`config.mk`:
```
export PLATFORM = sky130hd
export DESIGN_NAME = square_channel_with_sweep_core
export DESIGN_NICKNAME = d
export VERILOG_FILES = /design/src/hw/rtl/sqsw_pkg.sv /design/src/hw/rtl/sqsw_alu.sv /design/src/hw/rtl/sqsw_obuf.sv /design/src/hw/rtl/square_channel_with_sweep_core.sv
export SDC_FILE = /design/constraint.sdc
export NUM_CORES = 1
export LEC_CHECK = 0
export ABC_CLOCK_PERIOD_IN_PS = 14250
export BUFFER_PORTS_ARGS = -buffer_cell sky130_fd_sc_hd__buf_2
export CORE_MARGIN = 4
export CORE_UTILIZATION = 45
export DETAILED_ROUTE_END_ITERATION = 8
export PLACE_DENSITY_LB_ADDON = 0.15
export SYNTH_ARGS = -nofsm -noshare
export SYNTH_HDL_FRONTEND = slang
export SYNTH_SLANG_ARGS = --single-unit
export TNS_END_PERCENT = 50
```
`constraint.sdc`:
```
create_clock -name clk -period 14.25 [get_ports clk]
set_input_delay 1.425 -clock clk [delete_from_list [all_inputs] [get_ports clk]]
set_output_delay 1.425 -clock clk [all_outputs]
set_load 0.01 [all_outputs]
```
`src/hw/rtl/sqsw_pkg.sv`:
```
// Package for the square channel with frequency sweep.
// Holds opcodes, register indexes, widths and the shared types.
// No dependencies; imported by every module of the block.
`default_nettype none

package sqsw_pkg;

  // Length counter limit and derived widths
  localparam int LENGTH_MAX = 64;
  localparam int LEN_W = $clog2(LENGTH_MAX + 1);
  localparam logic [LEN_W-1:0] LEN_MAX_V = LEN_W'(LENGTH_MAX);
  localparam logic [7:0] LEN_MASK = 8'(LENGTH_MAX - 1);

  // Signed width of the advance accumulator: -255 .. 8192
  localparam int T_W = 15;

  localparam int IN_W = 24;
  localparam int OUT_W = 40;

  // Item kinds
  localparam logic [1:0] OP_WRITE = 2'd0;
  localparam logic [1:0] OP_SWEEP = 2'd1;
  localparam logic [1:0] OP_ADVANCE = 2'd2;

  // Channel register indexes
  localparam logic [2:0] REG_SWEEP = 3'd0;
  localparam logic [2:0] REG_DUTY_LEN = 3'd1;
  localparam logic [2:0] REG_ENVELOPE = 3'd2;
  localparam logic [2:0] REG_FREQ_LO = 3'd3;
  localparam logic [2:0] REG_FREQ_HI = 3'd4;

  // Request to the shared add/subtract unit: a +/- (b >> shift)
  typedef struct packed {
    logic signed [T_W-1:0] a;
    logic [13:0]           b;
    logic [2:0]            shift;
    logic                  sub;
  } alu_req_t;

  // Result beat, first field in the highest bits
  typedef struct packed {
    logic [13:0] period_timer;
    logic [6:0]  length_count;
    logic [3:0]  envelope_volume;
    logic [10:0] frequency;
    logic [2:0]  duty_position;
    logic        channel_active;
  } result_t;

endpackage

`default_nettype wire

```
`src/hw/rtl/sqsw_alu.sv`:
```
// Shared shift and add/subtract unit of the square channel.
// Depends on sqsw_pkg for the request type and widths.
`default_nettype none

module sqsw_alu
  import sqsw_pkg::*;
(
  input  alu_req_t              req,
  output logic signed [T_W-1:0] res
);

  logic [13:0]           shifted;
  logic signed [T_W-1:0] operand;

  assign shifted = req.b >> req.shift;
  assign operand = $signed(T_W'(shifted));
  assign res = req.sub ? (req.a - operand) : (req.a + operand);

endmodule

`default_nettype wire

```
`src/hw/rtl/sqsw_obuf.sv`:
```
// Output register stage for result beats of the square channel.
// Depends on sqsw_pkg for the result type.
`default_nettype none

module sqsw_obuf
  import sqsw_pkg::*;
(
  input  logic             clk,
  input  logic             rst,
  input  logic             load,
  input  result_t          data,
  output logic             ready,
  output logic             m_tvalid,
  input  logic             m_tready,
  output logic [OUT_W-1:0] m_tdata
);

  result_t hold;

  // Take a new beat when empty or when the current one drains this cycle
  assign ready = !m_tvalid || m_tready;
  assign m_tdata = hold;

  always_ff @(posedge clk) begin
    if (rst) begin
      m_tvalid <= 1'b0;
    end else if (load) begin
      m_tvalid <= 1'b1;
    end else if (m_tready) begin
      m_tvalid <= 1'b0;
    end
  end

  always_ff @(posedge clk) begin
    if (load) begin
      hold <= data;
    end
  end

endmodule

`default_nettype wire

```
`src/hw/rtl/square_channel_with_sweep_core.sv`:
```
// Square-wave sound channel with frequency sweep, top level.
// Depends on sqsw_pkg, sqsw_alu (shared adder) and sqsw_obuf (result register).
//
// Usage:
//   Input beats arrive on s_tvalid/s_tready with the item kind in s_tuser
//   (0 register write, 1 sweep clock, 2 timer advance, 3 no operation) and
//   reg_index, write_data, cycles and seq_step_odd packed in s_tdata.
//   Every input beat yields exactly one result beat on m_tvalid/m_tready
//   carrying the channel state after the item.
//   Path: a write or a no-op passes S_EXEC and S_DONE on its way from
//   acceptance to the result register, a trigger with sweep shift adds
//   S_TRIGCHK, a sweep clock up to S_SWEEP1 and S_SWEEP2, and a cycle
//   advance S_ADV, which handles N period wraps (at most 64 with the
//   shortest period of 4). The wraps are counted one per cycle through the
//   single shared add/subtract unit, which also computes every sweep frequency step.
//   One item is processed at a time: s_tready is high only while the
//   sequencer is idle. A finished result waits in the output register, so
//   the next item is accepted while the receiver stalls; the sequencer
//   holds its finished item only if the output register is still full.
//   Reset (rst, synchronous) clears all channel state except t_acc to zero
//   and empties the output register.
`default_nettype none

module square_channel_with_sweep_core
  import sqsw_pkg::*;
(
  input  logic             clk,
  input  logic             rst,
  input  logic             s_tvalid,
  output logic             s_tready,
  input  logic [IN_W-1:0]  s_tdata,  // reg_index[2:0], write_data[10:3], cycles[18:11],
                                     // seq_step_odd[19], zero fill[23:20]
  input  logic [1:0]       s_tuser,  // op[1:0]
  output logic             m_tvalid,
  input  logic             m_tready,
  output logic [OUT_W-1:0] m_tdata   // channel_active[0], duty_position[3:1],
                                     // frequency[14:4], envelope_volume[18:15],
                                     // length_count[25:19], period_timer[39:26]
);

  // Sequencer states
  localparam logic [2:0] S_IDLE    = 3'd0;
  localparam logic [2:0] S_EXEC    = 3'd1;
  localparam logic [2:0] S_TRIGCHK = 3'd2;
  localparam logic [2:0] S_SWEEP1  = 3'd3;
  localparam logic [2:0] S_SWEEP2  = 3'd4;
  localparam logic [2:0] S_ADV     = 3'd5;
  localparam logic [2:0] S_DONE    = 3'd6;

  logic [2:0] state, state_next;

  // Captured item
  logic [1:0] op_q;
  logic [2:0] idx_q;
  logic [7:0] data_q;
  logic [7:0] cyc_q;
  logic       odd_q;

  // Channel state
  logic [7:0]       sweep_reg, sweep_reg_next;
  logic [7:0]       envelope_reg, envelope_reg_next;
  logic [7:0]       freq_low_reg, freq_low_reg_next;
  logic [6:0]       freq_high_reg, freq_high_reg_next;
  logic [10:0]      shadow_frequency, shadow_frequency_next;
  logic [3:0]       sweep_countdown, sweep_countdown_next;
  logic             sweep_enabled, sweep_enabled_next;
  logic             negate_used, negate_used_next;
  logic             active_flag, active_flag_next;
  logic [LEN_W-1:0] length_counter, length_counter_next;
  logic             length_enabled, length_enabled_next;
  logic [13:0]      period_counter, period_counter_next;
  logic [2:0]       duty_step, duty_step_next;
  logic [3:0]       volume, volume_next;
  logic signed [T_W-1:0] t_acc, t_acc_next;

  // Derived values
  logic [10:0] cur_freq;
  logic [10:0] trig_freq;
  logic [13:0] period_len;
  logic [13:0] trig_period;
  logic [2:0]  pace;
  logic [2:0]  shift;
  logic        neg;
  logic [3:0]  pace_reload;
  logic [3:0]  cd_dec;
  logic        dac_on;

  alu_req_t              alu_req;
  logic signed [T_W-1:0] alu_res;
  logic                  f_over;

  result_t result;
  logic    obuf_ready;
  logic    obuf_load;

  assign cur_freq    = {freq_high_reg[2:0], freq_low_reg};
  assign trig_freq   = {data_q[2:0], freq_low_reg};
  assign period_len  = {12'(12'd2048 - {1'b0, cur_freq}), 2'b00};
  assign trig_period = {12'(12'd2048 - {1'b0, trig_freq}), 2'b00};
  assign pace        = sweep_reg[6:4];
  assign shift       = sweep_reg[2:0];
  assign neg         = sweep_reg[3];
  assign pace_reload = (pace != 3'd0) ? {1'b0, pace} : 4'd8;
  assign cd_dec      = (sweep_countdown != 4'd0) ? (sweep_countdown - 4'd1) : sweep_countdown;
  assign dac_on      = (envelope_reg[7:3] != 5'd0);

  assign s_tready = (state == S_IDLE);

  // Operand select for the shared unit: sweep step by default,
  // timer minus cycles at advance start, timer plus period on a wrap.
  always_comb begin
    alu_req.a     = $signed(T_W'(shadow_frequency));
    alu_req.b     = 14'(shadow_frequency);
    alu_req.shift = shift;
    alu_req.sub   = neg;
    if (state == S_EXEC) begin
      alu_req.a     = $signed(T_W'(period_counter));
      alu_req.b     = 14'(cyc_q);
      alu_req.shift = 3'd0;
      alu_req.sub   = 1'b1;
    end else if (state == S_ADV) begin
      alu_req.a     = t_acc;
      alu_req.b     = period_len;
      alu_req.shift = 3'd0;
      alu_req.sub   = 1'b0;
    end
  end

  sqsw_alu u_alu (
    .req (alu_req),
    .res (alu_res)
  );

  // Sweep result past eleven bits
  assign f_over = (alu_res[T_W-1:11] != '0);

  always_comb begin
    state_next            = state;
    sweep_reg_next        = sweep_reg;
    envelope_reg_next     = envelope_reg;
    freq_low_reg_next     = freq_low_reg;
    freq_high_reg_next    = freq_high_reg;
    shadow_frequency_next = shadow_frequency;
    sweep_countdown_next  = sweep_countdown;
    sweep_enabled_next    = sweep_enabled;
    negate_used_next      = negate_used;
    active_flag_next      = active_flag;
    length_counter_next   = length_counter;
    length_enabled_next   = length_enabled;
    period_counter_next   = period_counter;
    duty_step_next        = duty_step;
    volume_next           = volume;
    t_acc_next            = t_acc;
    obuf_load             = 1'b0;

    case (state)
      S_IDLE: begin
        if (s_tvalid) begin
          state_next = S_EXEC;
        end
      end

      S_EXEC: begin
        state_next = S_DONE;
        case (op_q)
          OP_WRITE: begin
            case (idx_q)
              REG_SWEEP: begin
                sweep_reg_next = data_q;
                // Clearing negate after it was used kills the channel
                if (negate_used && !data_q[3]) begin
                  active_flag_next = 1'b0;
                  negate_used_next = 1'b0;
                end
              end
              REG_DUTY_LEN: begin
                length_counter_next = LEN_W'(data_q & LEN_MASK);
              end
              REG_ENVELOPE: begin
                envelope_reg_next = data_q;
                if (data_q[7:3] == 5'd0) begin
                  active_flag_next = 1'b0;
                end
              end
              REG_FREQ_LO: begin
                freq_low_reg_next = data_q;
              end
              REG_FREQ_HI: begin
                length_enabled_next = data_q[6];
                // Extra length clock when length turns on in the first half
                if (!length_enabled && data_q[6] && !odd_q &&
                    (length_counter < LEN_MAX_V)) begin
                  length_counter_next = length_counter + LEN_W'(1);
                  if ((length_counter + LEN_W'(1)) >= LEN_MAX_V) begin
                    active_flag_next = 1'b0;
                  end
                end
                freq_high_reg_next = data_q[6:0];
                if (data_q[7]) begin
                  if (length_counter_next >= LEN_MAX_V) begin
                    length_counter_next = (data_q[6] && !odd_q) ? LEN_W'(1) : LEN_W'(0);
                  end
                  if (dac_on) begin
                    active_flag_next      = 1'b1;
                    shadow_frequency_next = trig_freq;
                    sweep_countdown_next  = pace_reload;
                    sweep_enabled_next    = (pace != 3'd0) || (shift != 3'd0);
                    negate_used_next      = 1'b0;
                    if (shift != 3'd0) begin
                      state_next = S_TRIGCHK;
                    end
                  end
                  period_counter_next = trig_period;
                  volume_next         = envelope_reg[7:4];
                end
              end
              default: begin
              end
            endcase
          end

          OP_SWEEP: begin
            if (sweep_enabled) begin
              sweep_countdown_next = cd_dec;
              if (cd_dec == 4'd0) begin
                sweep_countdown_next = pace_reload;
              end
              if ((cd_dec == 4'd0) && (pace != 3'd0)) begin
                state_next = S_SWEEP1;
              end else if (negate_used && !neg) begin
                active_flag_next = 1'b0;
                negate_used_next = 1'b0;
              end
            end
          end

          OP_ADVANCE: begin
            t_acc_next = alu_res;
            state_next = S_ADV;
          end

          default: begin
          end
        endcase
      end

      S_TRIGCHK: begin
        if (neg) begin
          negate_used_next = 1'b1;
        end
        if (f_over) begin
          active_flag_next = 1'b0;
        end
        state_next = S_DONE;
      end

      S_SWEEP1: begin
        state_next = S_DONE;
        if (neg) begin
          negate_used_next = 1'b1;
        end
        if (f_over) begin
          active_flag_next = 1'b0;
        end else if (shift != 3'd0) begin
          shadow_frequency_next = alu_res[10:0];
          freq_low_reg_next     = alu_res[7:0];
          freq_high_reg_next    = {freq_high_reg[6:3], alu_res[10:8]};
          state_next            = S_SWEEP2;
        end
        if ((state_next == S_DONE) && negate_used && !neg) begin
          active_flag_next = 1'b0;
          negate_used_next = 1'b0;
        end
      end

      S_SWEEP2: begin
        if (neg) begin
          negate_used_next = 1'b1;
        end
        if (f_over) begin
          active_flag_next = 1'b0;
        end
        if (negate_used && !neg) begin
          active_flag_next = 1'b0;
          negate_used_next = 1'b0;
        end
        state_next = S_DONE;
      end

      S_ADV: begin
        // One period wrap per cycle until the timer is positive
        if (t_acc[T_W-1] || (t_acc == '0)) begin
          duty_step_next = duty_step + 3'd1;
          t_acc_next     = alu_res;
        end else begin
          period_counter_next = t_acc[13:0];
          state_next          = S_DONE;
        end
      end

      S_DONE: begin
        if (obuf_ready) begin
          obuf_load  = 1'b1;
          state_next = S_IDLE;
        end
      end

      default: begin
        state_next = S_IDLE;
      end
    endcase
  end

  always_ff @(posedge clk) begin
    if (rst) begin
      state            <= S_IDLE;
      sweep_reg        <= '0;
      envelope_reg     <= '0;
      freq_low_reg     <= '0;
      freq_high_reg    <= '0;
      shadow_frequency <= '0;
      sweep_countdown  <= '0;
      sweep_enabled    <= 1'b0;
      negate_used      <= 1'b0;
      active_flag      <= 1'b0;
      length_counter   <= '0;
      length_enabled   <= 1'b0;
      period_counter   <= '0;
      duty_step        <= '0;
      volume           <= '0;
    end else begin
      state            <= state_next;
      sweep_reg        <= sweep_reg_next;
      envelope_reg     <= envelope_reg_next;
      freq_low_reg     <= freq_low_reg_next;
      freq_high_reg    <= freq_high_reg_next;
      shadow_frequency <= shadow_frequency_next;
      sweep_countdown  <= sweep_countdown_next;
      sweep_enabled    <= sweep_enabled_next;
      negate_used      <= negate_used_next;
      active_flag      <= active_flag_next;
      length_counter   <= length_counter_next;
      length_enabled   <= length_enabled_next;
      period_counter   <= period_counter_next;
      duty_step        <= duty_step_next;
      volume           <= volume_next;
    end
  end

  // Item capture and advance accumulator: payload only
  always_ff @(posedge clk) begin
    if (s_tvalid && s_tready) begin
      op_q   <= s_tuser;
      idx_q  <= s_tdata[2:0];
      data_q <= s_tdata[10:3];
      cyc_q  <= s_tdata[18:11];
      odd_q  <= s_tdata[19];
    end
    t_acc <= t_acc_next;
  end

  always_comb begin
    result.channel_active  = active_flag;
    result.duty_position   = duty_step;
    result.frequency       = cur_freq;
    result.envelope_volume = volume;
    result.length_count    = 7'(length_counter);
    result.period_timer    = period_counter;
  end

  sqsw_obuf u_obuf (
    .clk      (clk),
    .rst      (rst),
    .load     (obuf_load),
    .data     (result),
    .ready    (obuf_ready),
    .m_tvalid (m_tvalid),
    .m_tready (m_tready),
    .m_tdata  (m_tdata)
  );

endmodule

`default_nettype wire

```
## Word level (Yosys, flattened, before mapping)

Cells that the tools add are included.

| operators by class | value |
|---|---|
| reductions and logical operators | 52 |
| shifts and indexed selects | 1 |
| add/sub/neg operators | 7 |
| equal/unequal tests | 39 |
| order comparisons | 3 |
| multiplexer cells | 85 |

Operator list:

| operator | number |
|---|---|
| $mux W11 | 6 |
| $mux W33 | 2 |
| $mux W14 | 4 |
| $mux W15 | 3 |
| $mux W3 | 14 |
| $mux W7 | 6 |
| $mux W8 | 4 |
| $pmux W15 S2 | 1 |
| $mux W4 | 7 |
| $pmux W14 S2 | 1 |
| $sub A12 B11 Y12 const A | 2 |
| $mux W1 | 22 |
| $ne A2 B2 Y1 const B | 11 |
| $pmux W11 S2 | 1 |
| $reduce_and A5 Y1 | 4 |
| $pmux W3 S6 | 1 |
| $reduce_and A3 Y1 | 6 |
| $ne A4 B4 Y1 const B | 4 |
| $pmux W8 S2 | 1 |
| $add A15 B15 Y15 | 1 |
| $eq A3 B3 Y1 const B | 5 |
| $logic_not A15 Y1 | 1 |
| $sub A15 B15 Y15 | 1 |
| $ge A7 B7 Y1 const B | 2 |
| 40 further kinds | 77 |

| word-level totals | value |
|---|---|
| logic and storage cells | 215 |
| register bits | 154 |
| input bits | 30 |
| output and inout bits | 42 |

## Depth between registers and ports, before layout

| logic depth | value |
|---|---|
| word-level depth | 14 |
| depth in mapped cells | 26 |

## Hierarchy

A second synthesis with hierarchy kept.

| second synthesis, totals | value |
|---|---|
| cells, all modules | 894 |
| area total of the unflattened synthesis | 8538.2 sq um |

Modules (own cells, without submodules):

| module | sequential area each (sq um) | cells each | area an instance (sq um) | instances |
|---|---|---|---|---|
| square_channel_with_sweep_core | 2572.5 | 628 | 5555.3 | 1 |
| sqsw_alu | 0.0 | 222 | 1735.4 | 1 |
| sqsw_obuf | 1221.2 | 44 | 1247.4 | 1 |

## Worst setup path after synthesis

OpenSTA, ideal clock, no wires.

| timing path | value |
|---|---|
| kind | register -> register |
| from | register sweep_reg[0] |
| to | register freq_low_reg[4] |
| data required time | 14164 ps |
| clock period less this slack | 5440 ps |
| cell stages (with the launch flop) | 24 |
| library setup time | 86 ps |
| arrival time | 5354 ps |
| slack | 8810 ps |
| cells stage by stage | dfxtp_1 -> buf_2 -> buf_1 -> mux4_2 -> nand2_1 -> o21ai_0 -> a21oi_1 -> ha_1 -> o31ai_1 -> a21oi_1 -> o2111ai_1 -> nor2_1 -> a2111oi_0 -> nand2b_1 -> ha_1 -> and4_1 -> o21a_1 -> a2111oi_0 -> nor3_1 -> o221a_2 -> and4_1 -> mux2_2 -> o2111a_1 -> a211oi_1 |

| on the way | value |
|---|---|
| cells in the longest elaborated chain, start to end | 8 |
| elaborated cells on any way between the ends | 14 |
| those cells by class | 2 x add/sub; 2 x eq/ne; 1 x shift; 6 x mux; 3 x reduce/logical |

RTL lines:

| item | RTL line | text |
|---|---|---|
| start, declared | square_channel_with_sweep_core.sv:60 | `logic [7:0] sweep_reg, sweep_reg_next;` |
| start signal, assigned | square_channel_with_sweep_core.sv:333 | `sweep_reg <= sweep_reg_next;` |
| $mux W33 | square_channel_with_sweep_core.sv:121 | `end else if (state == S_ADV) begin` |
| $mux W33 | square_channel_with_sweep_core.sv:116 | `if (state == S_EXEC) begin` |
| $shr A14 B3 Y14 | sqsw_alu.sv:15 | `assign shifted = req.b >> req.shift;` |
| $add A15 B15 Y15 / $sub A15 B15 Y15 (equally long branches) | sqsw_alu.sv:17 | `assign res = req.sub ? (req.a - operand) : (req.a + operand);` |
| $mux W15 | sqsw_alu.sv:17 |  |
| $reduce_bool A4 Y1 / $mux W8 (equally long branches) | square_channel_with_sweep_core.sv:135, square_channel_with_sweep_core.sv:264 |  |
| $ne A2 B2 Y1 (no line) / $mux W8 (equally long branches) | -- |  |
| $reduce_and A5 Y1 (no line) / $pmux W8 S2 (equally long branches) | -- |  |
| end signal, assigned | square_channel_with_sweep_core.sv:335 | `freq_low_reg <= freq_low_reg_next;` |
| end, declared | square_channel_with_sweep_core.sv:62 | `logic [7:0] freq_low_reg, freq_low_reg_next;` |

Several ways; a longest one is shown, not always the timed one. The select of a mux whose other input is x is not followed.
A chain may end at the register's enable or synchronous reset.

## Worst setup path after layout

| timing path | value |
|---|---|
| from | register state[0] |
| to | register shadow_frequency[10] |

| on the way | value |
|---|---|
| cells in the longest elaborated chain, start to end | 9 |
| elaborated cells on any way between the ends | 21 |
| those cells by class | 2 x add/sub; 9 x eq/ne; 1 x shift; 6 x mux; 3 x reduce/logical |

RTL lines:

| item | RTL line | text |
|---|---|---|
| start, declared | square_channel_with_sweep_core.sv:50 | `logic [2:0] state, state_next;` |
| start signal, assigned | square_channel_with_sweep_core.sv:332 | `state <= state_next;` |
| $eq A3 B3 Y1 | square_channel_with_sweep_core.sv:121 |  |
| $mux W33 | square_channel_with_sweep_core.sv:121 |  |
| $mux W33 | square_channel_with_sweep_core.sv:116 |  |
| $shr A14 B3 Y14 | sqsw_alu.sv:15 |  |
| $add A15 B15 Y15 / $sub A15 B15 Y15 (equally long branches) | sqsw_alu.sv:17 |  |
| $mux W15 | sqsw_alu.sv:17 |  |
| $reduce_bool A4 Y1 / $mux W11 (equally long branches) | square_channel_with_sweep_core.sv:135, square_channel_with_sweep_core.sv:264 |  |
| $ne A2 B2 Y1 (no line) / $mux W11 (equally long branches) | -- |  |
| $reduce_and A7 Y1 (no line) / $pmux W11 S2 (equally long branches) | -- |  |
| end signal, assigned | square_channel_with_sweep_core.sv:337 | `shadow_frequency <= shadow_frequency_next;` |
| end, declared | square_channel_with_sweep_core.sv:64 | `logic [10:0] shadow_frequency, shadow_frequency_next;` |

Several ways; a longest one is shown, not always the timed one. The select of a mux whose other input is x is not followed.

==> results.sh <==
export IMPL_status="completed"
export IMPL_ys_async_sr_fraction_pct=0
export IMPL_hold_class="reg2reg"
export IMPL_critical_path_top_delay_family="compound AO/OA/AOI/OAI gates"
export IMPL_drt_drc_violations_left=0
export IMPL_cp_cell_sequence="nand2b_1 > buf_4 > a221oi_1 > nor3_1 > o31ai_1 > inv_1 > ha_1 > o31ai_1 > a21oi_1 > o2111ai_1 > nor2_1 > a2111oi_0 > nand2b_1 > ha_1 > and4_1 > o21a_1 > a2111oi_0 > o21a_1 > o221a_2 > nand3_1 > mux2i_1 > buf_4 > a21o_1 > mux2_4"
export IMPL_maxCapViolCount=0
export IMPL_io_pins=72
export IMPL_synth_xor_area_share_pct=3.45
export IMPL_worst_slack_ps=7030
export IMPL_synth_seq_cells=151
export IMPL_num_rows=49
export IMPL_finClkSkew_ps=12.0
export IMPL_grt_max_degree=78
export IMPL_fin_nets=1006
export IMPL_yosys_warnings=0
export IMPL_ys_flop_type="edfxtp_1"
export IMPL_arrival_ps=7540
export IMPL_syn_num_nets=952
export IMPL_yosys_area_share_simple_pct=19.8
export IMPL_htree_levels=4
export IMPL_insertedDiodeCount=0
export IMPL_cp_required_ps=14560
export IMPL_fin_hold_ws_ps=434
export IMPL_port_buffers=67
export IMPL_antenna_found_initial=0
export IMPL_via_count=6977
export IMPL_startpoint_type="flip-flop"
export IMPL_fp_dieArea_sq_um=20800
export IMPL_holdBufCountCts=0
export IMPL_worst_pin_slew_ps=1180
export IMPL_dp_cells=1166
export IMPL_netlist_instances=902
export IMPL_final_area_sq_um=9490
export IMPL_largest_register_ff_count=40
export IMPL_setup_tns_ps=0
export IMPL_die_width_microns=144
export IMPL_slew_limit_headroom_pct=20.9
export IMPL_core_area_sq_um=18100
export IMPL_total_power_mw=1.66
export IMPL_critPathMaxStageDelay_ps=850
export IMPL_drive_gt1_share_pct=13.4
export IMPL_critPathKind="reg2reg"
export IMPL_clock_latency_ps=430
export IMPL_rsz0062_at_grt="no"
export IMPL_grt_pass1_wl_microns=36200
export IMPL_ir_drop_mv=0.0955
export IMPL_final_core_utilization_pct=52.3
export IMPL_synth_area_per_cell_sq_um=9.28
export IMPL_wire_per_inst_microns=19.1
export IMPL_end_kind="flip-flop"
export IMPL_synth_area_sq_um=8370
export IMPL_synth_top_family_by_area="simple AND/OR/NAND/NOR gates"
export IMPL_die_h_microns=144
export IMPL_grt_pass1_vias=6433
export IMPL_cts_tree="yes"
export IMPL_area_delta_synth_final_pct=13.4
export IMPL_clockRootBuffer="clkbuf_16"
export IMPL_instances_no_fill=1198
export IMPL_routed_wirelength_microns=22900
export IMPL_setup_viol=0
export IMPL_grt_usage_pct=22.6
export IMPL_crit_path_max_fanout=25
export IMPL_synth_adder_area_share_pct=3.08
export IMPL_path_clk_slew_ps=70
export IMPL_place_area_sq_um=8910
export IMPL_synth_edf_count=77
export IMPL_pre_cts_slack_ps=7170
export IMPL_dr_pass1_iters=5
export IMPL_yosysSeqAreaShare_pct=45.3
export IMPL_cts_made_buffers=17
export IMPL_ctsResizeCount=0
export IMPL_p_per_area_nw_per_um2=175
export IMPL_detail_route_antenna_nets=0
export IMPL_r2r_slack_ps=7030
export IMPL_finalCritPeriodShare_pct=50.7
export IMPL_fmax_mhz=138
export IMPL_postCtsSetupRepairBufs=0
export IMPL_cts_max_path_buffers=2
export IMPL_hold_viol=0
export IMPL_drtIter0Drc=627
export IMPL_start_util_pct=46.1
export IMPL_crit_slowest_cell="a2111oi_0"
export IMPL_viasPerCell=5.82
export IMPL_p_leak_nw=3.63
export IMPL_synthMuxAreaShare_pct=5.34
export IMPL_period_minus_slack_ps=7220
export IMPL_slew_violations=0
export IMPL_cp_buffers_inverters=3
export IMPL_synth_distinct_cells=73
export IMPL_synth_compound_area_share_pct=19.8
export IMPL_grt_remaining_overflow=0
export IMPL_place_gp_congestion=0.934
export IMPL_place_hpwl_microns=16900
export IMPL_clock_sinks=151
[layout make-up]
type / count / area, sq um
Clock buffer: 18 / 439
Sequential cell: 151 / 3790
Clock inverter: 14 / 138
Inverter: 26 / 97.6
Timing Repair Buffer: 78 / 418
Tap cell: 229 / 287
Fill cell: 1680 / 8660
Multi-Input combinational cell: 682 / 4320
[report_power, final]
part | total (mW) | switching, mW | internal (mW)
Combinational | 0.641 | 0.403 | 0.238
Sequential | 0.578 | 0.0385 | 0.539
Clock | 0.445 | 0.195 | 0.250
Total | 1.66 | 0.636 | 1.03
[placed cells by master, fill, tap and decap left out, types with 11 or more instances in the layout]
cell type and count:
buf_2 67, xor2_1 13, nand2_1 99, a211oi_1 30
nand2b_1 17, inv_1 25, nor2_1 100, nor2b_1 11
buf_4 11, a21oi_1 69, clkbuf_16 17, nand3_1 24
edfxtp_1 77, mux2i_1 33, xnor2_1 20, dfxtp_1 74
and2_1 13, ha_1 19, nor3_1 18, o21ai_0 38
[cell families (layout without fill, tap and decap cells)]
logic type | after synthesis | in the layout
xor+xnor | 33 | 33
buf+inv | 69 | 136
fa+ha+maj | 20 | 20
compound gates | 245 | 245
flops | 151 | 151
mux | 40 | 40
simple gates | 344 | 344
[layer usage]
layer  share of wire, %  global-route usage (%)  routed length [microns]
met3                8.8                    5.09                     2030
met5                  0                       0                        0
met2                 42                    32.2                     9610
met1                 48                    34.3                    11000
met4                1.3                    6.09                      300
[final timing paths]
path,startpoint,to,depth (start not counted)
worst max-delay path,state[0]$_SDFFE_PP0P_,shadow_frequency[10]$_SDFFE_PP0P_,24
worst min-delay path,volume[0]$_SDFFE_PP0P_,u_obuf.m_tdata[15]$_DFFE_PP_,0
worst max register to register,state[0]$_SDFFE_PP0P_,shadow_frequency[10]$_SDFFE_PP0P_,24
worst min register to register,volume[0]$_SDFFE_PP0P_,u_obuf.m_tdata[15]$_DFFE_PP_,0
[synthesized netlist by cell type (4+ instances only)]
master	number	area, sq um
nor2_1	100	375
nand2_1	99	372
edfxtp_1	77	2310
dfxtp_1	74	1480
a21oi_1	69	345
o21ai_0	38	190
clkbuf_1	34	128
mux2i_1	33	330
a211oi_1	30	225
inv_1	25	93.8
nand3_1	24	120
xnor2_1	20	175
ha_1	19	238
nor3_1	19	95.1
nand2b_1	17	106
and2_1	13	81.3
xor2_1	13	114
nor2b_1	12	75.1
o31ai_1	10	75.1
a311oi_1	9	78.8
and3_1	9	56.3
nor3b_1	8	60.1
nor4_1	8	50.1
o21a_1	8	60.1
a21o_1	7	52.6
nand3b_1	6	45.0
o22ai_1	6	37.5
or4_1	6	45.0
a21boi_0	5	37.5
a31oi_1	5	31.3
buf_2	5	25.0
o211ai_1	5	37.5
a2111oi_0	4	35.0
a211o_1	4	35.0
a22oi_1	4	30.0
and4_1	4	35.0
o2111a_1	4	45.0
or3_1	4	25.0
Note: power is estimated with default switching activity, not from simulation.
